==> config.mk <==
export PLATFORM = sky130hd
export DESIGN_NAME = sbus_frame_decoder_unit
export DESIGN_NICKNAME = d
export VERILOG_FILES = /design/src/rtl/sbus_fd_pkg.sv /design/src/rtl/sbus_frame_decoder_unit.sv
export SDC_FILE = /design/constraint.sdc
export NUM_CORES = 1
export LEC_CHECK = 0
export BUFFER_PORTS_ARGS = -buffer_cell sky130_fd_sc_hd__buf_4
export CORE_ASPECT_RATIO = 0.75
export CORE_MARGIN = 2
export CORE_UTILIZATION = 45
export CTS_CLUSTER_DIAMETER = 60
export DETAILED_ROUTE_END_ITERATION = 10
export MAX_ROUTING_LAYER = met4
export SYNTH_ARGS = -nofsm -noshare
export SYNTH_HDL_FRONTEND = slang
export SYNTH_SLANG_ARGS = --single-unit
==> constraint.sdc <==
create_clock -name clk_i -period 2.88 [get_ports clk_i]
set_clock_uncertainty 0.2 [all_clocks]
set_input_delay 0.144 -clock clk_i [delete_from_list [all_inputs] [get_ports clk_i]]
set_output_delay 0.144 -clock clk_i [all_outputs]
set_load 0.03 [all_outputs]
==> src/rtl/sbus_fd_pkg.sv <==
`timescale 1ns / 1ps
// ----------------------------------------------------------------------------
// sbus_fd_pkg
// Shared constants and types for the 25-byte receiver frame decoder.
// ----------------------------------------------------------------------------
package sbus_fd_pkg;

  localparam int FrameBytes = 25;

  localparam logic [7:0] StartByte = 8'h0F;
  localparam logic [7:0] EndByte   = 8'h00;

  localparam int ChanW      = 5;
  localparam int ValW       = 11;
  localparam int LostW      = 16;
  localparam int NumAnalog  = 16;
  localparam int NumResults = 18;

  localparam logic [ValW-1:0] DigitalOn = 11'h7FF;

  typedef enum logic [2:0] {
    ST_HUNT,
    ST_FRAME,
    ST_FLAGS,
    ST_FLAGW,
    ST_READ,
    ST_LOAD,
    ST_EMIT,
    ST_DIG
  } fd_state_e;

endpackage

==> src/rtl/sbus_frame_decoder_unit.sv <==
`timescale 1ns / 1ps
// ----------------------------------------------------------------------------
// sbus_frame_decoder_unit
// Receiver frame decoder: 25-byte frames in, 18 channel words out.
// ----------------------------------------------------------------------------
// Input stream (s_axis): one received byte per word. While hunting, bytes
// other than the start byte are dropped. After the start byte the next 24
// bytes go into a small frame memory, tready high, one byte per cycle while
// tvalid is high. If the final byte is the end byte the frame is decoded,
// else it is dropped and the block hunts again.
// Decoding: the flags byte is read first (digital channels, failsafe,
// lost-frame count), then a bit accumulator is filled from the memory one
// byte at a time, each through a read state and a load state, and emptied
// 11 bits at a time by a right shift; 16 analog words follow, then the two
// digital channel words, the last one with tlast set. The end byte starts
// the decode, with tready low until the last word is taken. Each byte needs
// a read state before its load state, as the memory read port is registered.
// Output stream (m_axis): each word is held in registers until taken; a
// stall simply holds the sequencer. Reset clears the sequencer and the lost
// count; the frame memory needs no reset.
// ----------------------------------------------------------------------------
module sbus_frame_decoder_unit
  import sbus_fd_pkg::*;
#(
  parameter int FRAME_BYTES = FrameBytes
) (
  input  logic        clk_i,
  input  logic        rst_ni,
  input  logic        s_axis_tvalid_i,
  output logic        s_axis_tready_o,
  input  logic [7:0]  s_axis_tdata_i,   // rx_byte
  output logic        m_axis_tvalid_o,
  input  logic        m_axis_tready_i,
  output logic [39:0] m_axis_tdata_o,   // channel_index, channel_value,
                                        // failsafe_active, lost_frame_total, pad
  output logic        m_axis_tlast_o    // last_of_frame
);

  localparam int StoreDepth = FRAME_BYTES - 1;
  localparam int FlagsIdx   = FRAME_BYTES - 3;
  localparam int AddrW      = $clog2(StoreDepth);
  localparam int AccW       = ValW + 7;
  localparam int CntW       = $clog2(AccW + 1);
  localparam int PadW       = 40 - (ChanW + ValW + 1 + LostW);

  fd_state_e state_q, state_d;

  logic [7:0]       mem_q [StoreDepth];
  logic [7:0]       rd_data_q;
  logic [AddrW-1:0] rd_addr;

  logic [AddrW-1:0] pos_q, pos_d;
  logic [AddrW-1:0] rd_ptr_q, rd_ptr_d;
  logic [AccW-1:0]  acc_q, acc_d;
  logic [CntW-1:0]  cnt_q, cnt_d;
  logic [ChanW-1:0] ch_q, ch_d;
  logic [1:0]       dig_q, dig_d;
  logic             fs_q, fs_d;
  logic [LostW-1:0] lost_q, lost_d;

  logic             in_fire;
  logic             out_fire;
  logic [ValW-1:0]  value;

  assign in_fire  = s_axis_tvalid_i && s_axis_tready_o;
  assign out_fire = m_axis_tvalid_o && m_axis_tready_i;

  // next state
  always_comb begin
    state_d = state_q;
    case (state_q)
      ST_HUNT: begin
        if (in_fire && s_axis_tdata_i == StartByte) state_d = ST_FRAME;
      end
      ST_FRAME: begin
        if (in_fire && pos_q == AddrW'(StoreDepth - 1)) begin
          state_d = (s_axis_tdata_i == EndByte) ? ST_FLAGS : ST_HUNT;
        end
      end
      ST_FLAGS: state_d = ST_FLAGW;
      ST_FLAGW: state_d = ST_READ;
      ST_READ:  state_d = ST_LOAD;
      ST_LOAD: begin
        state_d = ((CntW+1)'(cnt_q) + (CntW+1)'(8) >= (CntW+1)'(ValW)) ? ST_EMIT : ST_READ;
      end
      ST_EMIT: begin
        if (out_fire) state_d = (ch_q == ChanW'(NumAnalog - 1)) ? ST_DIG : ST_READ;
      end
      ST_DIG: begin
        if (out_fire && ch_q == ChanW'(NumResults - 1)) state_d = ST_HUNT;
      end
      default: state_d = ST_HUNT;
    endcase
  end

  // datapath
  always_comb begin
    pos_d    = pos_q;
    rd_ptr_d = rd_ptr_q;
    acc_d    = acc_q;
    cnt_d    = cnt_q;
    ch_d     = ch_q;
    dig_d    = dig_q;
    fs_d     = fs_q;
    lost_d   = lost_q;
    rd_addr  = rd_ptr_q;
    case (state_q)
      ST_HUNT: pos_d = '0;
      ST_FRAME: begin
        if (in_fire) pos_d = pos_q + AddrW'(1);
      end
      ST_FLAGS: rd_addr = AddrW'(FlagsIdx);
      ST_FLAGW: begin
        dig_d    = rd_data_q[1:0];
        fs_d     = rd_data_q[3];
        lost_d   = rd_data_q[2] ? lost_q + LostW'(1) : lost_q;
        acc_d    = '0;
        cnt_d    = '0;
        ch_d     = '0;
        rd_ptr_d = '0;
      end
      ST_READ: rd_ptr_d = rd_ptr_q + AddrW'(1);
      ST_LOAD: begin
        acc_d = acc_q | (AccW'(rd_data_q) << cnt_q);
        cnt_d = cnt_q + CntW'(8);
      end
      ST_EMIT: begin
        if (out_fire) begin
          acc_d = acc_q >> ValW;
          cnt_d = cnt_q - CntW'(ValW);
          ch_d  = ch_q + ChanW'(1);
        end
      end
      ST_DIG: begin
        if (out_fire) ch_d = ch_q + ChanW'(1);
      end
      default: ;
    endcase
  end

  always_ff @(posedge clk_i) begin
    if (state_q == ST_FRAME && in_fire) mem_q[pos_q] <= s_axis_tdata_i;
    rd_data_q <= mem_q[rd_addr];
  end

  always_ff @(posedge clk_i) begin
    rd_ptr_q <= rd_ptr_d;
    acc_q    <= acc_d;
    cnt_q    <= cnt_d;
    ch_q     <= ch_d;
    dig_q    <= dig_d;
    fs_q     <= fs_d;
  end

  always_ff @(posedge clk_i or negedge rst_ni) begin
    if (!rst_ni) begin
      state_q <= ST_HUNT;
      pos_q   <= '0;
      lost_q  <= '0;
    end else begin
      state_q <= state_d;
      pos_q   <= pos_d;
      lost_q  <= lost_d;
    end
  end

  // outputs
  assign value = (state_q == ST_DIG) ? (dig_q[ch_q[0]] ? DigitalOn : '0) : acc_q[ValW-1:0];

  assign s_axis_tready_o = (state_q == ST_HUNT) || (state_q == ST_FRAME);
  assign m_axis_tvalid_o = (state_q == ST_EMIT) || (state_q == ST_DIG);
  assign m_axis_tdata_o  = {{PadW{1'b0}}, lost_q, fs_q, value, ch_q};
  assign m_axis_tlast_o  = (state_q == ST_DIG) && (ch_q == ChanW'(NumResults - 1));

  // checks
  a_no_overlap: assert property (@(posedge clk_i) disable iff (!rst_ni)
    !(s_axis_tready_o && m_axis_tvalid_o))
    else $error("input and output active together");

  a_emit_bits: assert property (@(posedge clk_i) disable iff (!rst_ni)
    state_q == ST_EMIT |-> cnt_q >= CntW'(ValW))
    else $error("analog word emitted with too few bits");

  a_lost_stable: assert property (@(posedge clk_i) disable iff (!rst_ni)
    state_q != ST_FLAGW |=> $stable(lost_q))
    else $error("lost count changed outside flags load");

  a_dig_range: assert property (@(posedge clk_i) disable iff (!rst_ni)
    state_q == ST_DIG |-> (ch_q == ChanW'(NumAnalog) || ch_q == ChanW'(NumResults - 1)))
    else $error("digital channel index out of range");

endmodule
# Word level (Yosys, flattened, before mapping)
# Memories as Yosys holds them, arrays and structs flattened. A register that Yosys moved wholly into a read port is not among the register bits.
# Cells that the tools add are included.
dict set report totals {
  n_memories 1
  regBits 60
  ramBits 192
  output_inout_bits 43
}
dict set report op_classes {
  shift 1
  eq_ne 17
  n_reduce_logical 21
  bitwise_logic 1
  n_lt_le_gt_ge 2
  n_addsub 7
  n_mux 24
}
# memory depth word_bits rd rd_clocked_by_memory_dff write_ports line
set mem_list {}
lappend mem_list {mem_q 24 8 1 1 1 sbus_frame_decoder_unit.sv:48} ;# logic [7:0] mem_q [StoreDepth];
# cell count
set ops {}
lappend ops {{$pmux 18 s3} 1}
lappend ops {{$pmux 5 s2} 3}
lappend ops {{$pmux 3 s8} 1}
lappend ops {{$mux 11} 2}
lappend ops {{$mux 5} 4}
lappend ops {{$mux 18} 1}
lappend ops {{$or 18x18->18} 1}
lappend ops {{$shl 8x5->18} 1}
lappend ops {{$add 16x1->16 const B} 1}
lappend ops {{$add 5x1->5 const B} 3}
lappend ops {{$pmux 5 s3} 1}
lappend ops {{$eq 3x3->1 const B} 4}
lappend ops {{$mux 3} 4}
lappend ops {{$eq 5x5->1 const B} 2}
lappend ops {{$ne 2x2->1 const B} 5}
lappend ops {{$eq 8x4->1 const B} 1}
lappend ops {{$logic_not 8->1} 1}
lappend ops {{$reduce_and 2->1} 4}
lappend ops {{$logic_and 1x1->1} 7}
lappend ops {{$add 5x4->6 const B} 1}
lappend ops {{$eq 3x2->1 const B} 2}
lappend ops {{$ge 6x4->1 const B} 1}
lappend ops {{$mux 2} 3}
lappend ops {{$reduce_bool 2->1} 3}
lappend ops {{other kinds (12)} 16}

# Depth between registers and ports, before layout
dict set report logic_depth {
  ltp_word 6
  depth_mapped 10
  depth_no_buf 8
}

# Least setup slack after synthesis
# Ideal clock, no wire load.
dict set report synth_timing {
  path_kind {register to register}
  startpoint {reg state_q[1]}
  endpoint {reg cnt_q[0] (enable)}
  n_path_buf 1
  synth_period_minus_slack_ps 2776
  path_stages_with_launch 5
  slack_ps 104
  arrival_ps 2270
  cell_sequence {dfrtp_1 > clkbuf_1 > nand2b_1 > a31oi_1 > and2_1}
}
dict set report synth_between {
  elab_chain_len 5
  word_cells_on_any_way 9
  classes_between {eq/ne: 5; reduce/logical: 4}
}
# item line
set synth_lines {}
lappend synth_lines {{start, declared} sbus_frame_decoder_unit.sv:46} ;# fd_state_e state_q, state_d;
lappend synth_lines {{start signal, assigned} sbus_frame_decoder_unit.sv:161} ;# state_q <= state_d;
lappend synth_lines {{$eq 3x3->1 (on tied branches)} {sbus_frame_decoder_unit.sv:107, sbus_frame_decoder_unit.sv:171}}
lappend synth_lines {{$logic_or 1x1->1} sbus_frame_decoder_unit.sv:171} ;# assign m_axis_tvalid_o = (state_q == ST_EMIT) || (state_q == ST_DIG);
lappend synth_lines {{$logic_and 1x1->1} sbus_frame_decoder_unit.sv:66} ;# assign out_fire = m_axis_tvalid_o && m_axis_tready_i;
lappend synth_lines {{$ne 2x2->1 (no line)} -}
lappend synth_lines {{$reduce_and 2->1 (no line) (*)} -}
lappend synth_lines {{end signal, assigned} sbus_frame_decoder_unit.sv:149} ;# cnt_q <= cnt_d;
lappend synth_lines {{end, declared} sbus_frame_decoder_unit.sv:55} ;# logic [CntW-1:0] cnt_q, cnt_d;
# Mark *: on every way between the ends. The rest lies on a longest branch, timed or not.
# A chain may end at the register's enable or synchronous reset.

# Worst setup path in the final report
dict set report layout_timing {
  startpoint {reg state_q[1]}
  endpoint {mem mem_q[7][7] (enable)}
}
dict set report layout_between {
  elab_chain_len 6
  word_cells_on_any_way 7
  classes_between {eq/ne: 1; mux: 2; reduce/logical: 4}
}
# item line
set layout_lines {}
lappend layout_lines {{$eq 3x1->1 / $logic_not 3->1 (equally long branches)} {sbus_frame_decoder_unit.sv:142, sbus_frame_decoder_unit.sv:170}}
lappend layout_lines {{$logic_or 1x1->1} sbus_frame_decoder_unit.sv:170} ;# assign s_axis_tready_o = (state_q == ST_HUNT) || (state_q == ST_FRAME);
lappend layout_lines {{$logic_and 1x1->1} sbus_frame_decoder_unit.sv:65} ;# assign in_fire = s_axis_tvalid_i && s_axis_tready_o;
lappend layout_lines {{$logic_and 1x1->1 (*)} sbus_frame_decoder_unit.sv:142} ;# if (state_q == ST_FRAME && in_fire) mem_q[pos_q] <= s_axis_tdata_i;
lappend layout_lines {{$mux 1 (*)} sbus_frame_decoder_unit.sv:142}
lappend layout_lines {{$mux 1 (not written as such) (*)} sbus_frame_decoder_unit.sv:142}
lappend layout_lines {{end, declared} sbus_frame_decoder_unit.sv:48}
# Marks and branches as above.

==> impl_metrics.json <==
{
  "rsz0062_at_grt": "false",
  "hpwl_mm": 19.1,
  "cp.required_ns": 2.91,
  "cts_resized": 0,
  "antenna_found_initial": 0,
  "maxSlewHeadroom_pct": 49.8,
  "die_x_um": 190,
  "start_util_pct": 45.4,
  "syn2layout_area_growth_pct": 17.0,
  "finalWirelength_mm": 29.0,
  "finalPower_mw": 12.7,
  "r2r_slack_ns": 0.28,
  "hold_class": "in2reg",
  "wl_met1_mm": 13.7,
  "critPathKind": "reg2reg",
  "antenna_cells": 0,
  "cts_buffers": 26,
  "num_io_pins": 55,
  "post-place-ws_ns": 0.359,
  "cts_root_buf": "clkbuf_16",
  "wl_met3_mm": 2.50,
  "first_global_vias": 7219,
  "drt.antenna.violating_nets": 0,
  "p_sw_share_pct": 32.9,
  "drt-vias-per-instance": 5.71,
  "gp_congestion": 0.857,
  "drive_gt1_share_pct": 18.2,
  "synth_common_cells": "edfxtp_1 (228), nor2_1 (82), nand2_1 (50), o21ai_0 (37), a21oi_1 (35)",
  "path_clk_slew_ns": 0.06,
  "clock_path_buffers": 3,
  "fin_crit_sh_pct": 90.3,
  "worst_pin_slew_ns": 0.751,
  "ys.flop_type": "edfxtp_1",
  "fin_setup_tns_ns": 0,
  "synth-compound-area-share_pct": 9.99,
  "status": "finished clean",
  "dieArea_um2": 27300,
  "drt_iter0_drc": 766,
  "avgRoutedWirePerCell_um": 21.9,
  "synth_fa_ha_area_share_pct": 1.18,
  "hold_buffers": 13,
  "r2r-start": "state_q[1]$_DFFE_PN0P_",
  "synth_cell_types": 64,
  "grt_usage_pct": 22.4,
  "setup_slack_ns": 0.280,
  "drv_cap": 0,
  "postSynthAreaPerCell_um2": 13.3,
  "grt_start_max_net_pins": 52,
  "cts_tree": "done",
  "dr.pass1.iters": 5,
  "hold_start": "m_axis_tready_i",
  "finalHoldViolCount": 0,
  "htree_levels": 1,
  "p_int_mw": 8.50,
  "synth_area_um2": 11700,
  "cp_max_fo": 8,
  "async_flop_share_pct": 9.23,
  "timing.reg2reg.worst_path_depth": 5,
  "synth-xor-area-share_pct": 1.87,
  "top_layer": "met4",
  "routed-wl-met2_mm": 12.3,
  "drc_errors": 0,
  "p_comb_share_pct": 29.9,
  "cp-end-kind": "register",
  "r2r-end": "mem_q[7][7]$_DFFE_PP_",
  "finalSetupViolCount": 0,
  "synth_edf_count": 228,
  "dieHeight_um": 144,
  "post_cts_buffers": 0,
  "dp_cells": 1264,
  "pwr-share-seq_pct": 39.9,
  "synth_cells": 881,
  "ys_warn_count": 0,
  "row_count": 51,
  "arrival_ns": 2.63,
  "p_sw_mw": 4.16,
  "layout_min_cycle_time_ns": 2.60,
  "ir_drop_v": 0.000549,
  "ys_seq_elements": 260,
  "yosys-top-cells-area": "edfxtp_1 (59%), dfrtp_1 (5.1%), mux2i_1 (2.7%), nor2_1 (2.6%), mux4_2 (2.1%)",
  "power_per_cell_area_nw_per_um2": 925,
  "ys_seq_area_share_pct": 65.0,
  "synth_top_family_by_area": "simple AND/OR/NAND/NOR gates",
  "holdPathStages": 5,
  "max_freq_mhz": 385,
  "worstSkewPairLatency_ns": 0.53,
  "core_um2": 25800,
  "clkPwrFrac_pct": 30.1,
  "min_delay_worst_endpoint": "state_q[2]$_DFFE_PN0P_",
  "via_count": 7564,
  "synth_top_area_cell": "edfxtp_1",
  "startpoint_type": "register",
  "nets": 984,
  "synth.most_common_cell": "edfxtp_1",
  "gr-total-overflow": 0,
  "fin_cells": 1325,
  "grt_pass1_wl_mm": 44.5,
  "port_buffers": 47,
  "yosys.area_share.simple_pct": 11.6,
  "leakage_nw": 4.97,
  "synth_top_area_share_pct": 58.5,
  "cts_num_sinks": 260,
  "maxSlewViolCount": 0,
  "synth.area.mux_share_pct": 6.49
}
==> how the worst max path moves through the flow <==
| stage | startpoint | slack (ns) | to |
|---|---|---|---|
| finish | state_q[1]$_DFFE_PN0P_ | 0.28 | mem_q[7][7]$_DFFE_PP_ |
| floorplan | state_q[1]$_DFFE_PN0P_ | 0.10 | cnt_q[0]$_DFFE_PP_ |
| detailed placement | state_q[1]$_DFFE_PN0P_ | 0.36 | mem_q[7][7]$_DFFE_PP_ |
| global route | state_q[1]$_DFFE_PN0P_ | 0.12 | rd_data_q[1]$_DFF_P_ |
| CTS | state_q[1]$_DFFE_PN0P_ | 0.34 | mem_q[7][5]$_DFFE_PP_ |
| global placement | state_q[1]$_DFFE_PN0P_ | 0.40 | mem_q[7][7]$_DFFE_PP_ |
==> logic make-up after synthesis <==
| group | Yosys count |
|---|---|
| AO/OA/AOI/OAI | 177 |
| XOR/XNOR | 25 |
| adder cells (fa/ha/maj) | 11 |
| buffers and inverters | 85 |
| flip-flops | 260 |
| multiplexers | 60 |
| other | 1 |
| AND/OR/NAND/NOR | 262 |
==> cells in the final DEF (no fill, tap or decap), types with 11 or more instances in the layout <==
| master | netlist | routed |
|---|---|---|
| edfxtp_1 | 228 | 228 |
| buf_4 | 10 | 94 |
| nor2_1 | 82 | 82 |
| nand2_1 | 50 | 50 |
| o21ai_0 | 37 | 37 |
| a21oi_1 | 35 | 35 |
| mux2i_1 | 32 | 32 |
| a211oi_1 | 28 | 28 |
| clkbuf_16 | 0 | 28 |
| dfrtp_1 | 24 | 24 |
| inv_1 | 21 | 21 |
| nand3_1 | 19 | 19 |
| mux2_2 | 17 | 17 |
| xnor2_1 | 17 | 17 |
| nor3_1 | 15 | 15 |
| nand2b_1 | 15 | 15 |
| a21o_1 | 14 | 14 |
| o22ai_1 | 12 | 12 |
| dlygate4sd3_1 | 0 | 12 |
| nor2b_1 | 11 | 11 |
| mux4_2 | 11 | 11 |
| ha_1 | 11 | 11 |
==> metal layers <==
| metal | global-route usage, % | up-vias |
|---|---|---|
| li1 | - | 3496 |
| met2 | 30.4 | 282 |
| met3 | 5.35 | 43 |
| met1 | 33.8 | 3743 |
| met5 | - | - |
| met4 | 4.86 | 0 |
==> cell type report <==
| cell class | count | area, um2 |
|---|---|---|
| Multi-Input combinational cell | 542 | 3680 |
| Fill cell | 2225 | 12100 |
| Inverter | 21 | 78.8 |
| Clock inverter | 8 | 164 |
| Clock buffer | 40 | 826 |
| Timing Repair Buffer | 110 | 906 |
| Sequential cell | 260 | 7610 |
| Tap cell | 344 | 430 |
==> flip-flops by register name (all words and copies together), names as in the netlist <==
| signal | cells |
|---|---|
| acc_q | 18 |
| pos_q | 5 |
| cnt_q | 5 |
| fs_q | 1 |
| lost_q | 16 |
| rd_data_q | 8 |
| ch_q | 5 |
| dig_q | 2 |
| state_q | 3 |
| mem_q | 192 |
| rd_ptr_q | 5 |
==> power by group through the flow <==
stage                     clock, mW  sequential [mW]  combinational [mW]
after global placement            0             5.12                3.75
after detailed placement          0             5.12                3.76
after floorplan                   0             4.89                2.75
final                          3.81             5.05                3.79
after global routing           4.04             5.12                4.16
after CTS                      3.88             5.05                3.79
==> stage by stage <==
| stage | instance area [um2] | utilization, % | hold WS [ns] |
|---|---|---|---|
| finish | 13700 | 53.1 | 0.280 |
| global route | 13700 | 53.1 | 0.288 |
| CTS | 13700 | 53.1 | 0.263 |
| detailed placement | 12600 | 48.7 | -0.131 |
| global placement | 12600 | 48.7 | -0.133 |
| floorplan | 11700 | - | -0.352 |
==> worst max-delay path: stages, from the launching register on <==
cell and delay, ns:
dfrtp_1 0.44, nand2b_1 0.24, nor3b_2 0.55, nand3_1 0.22, nor3_1 0.38, buf_4 0.27
(Power assumes the default switching activity.)
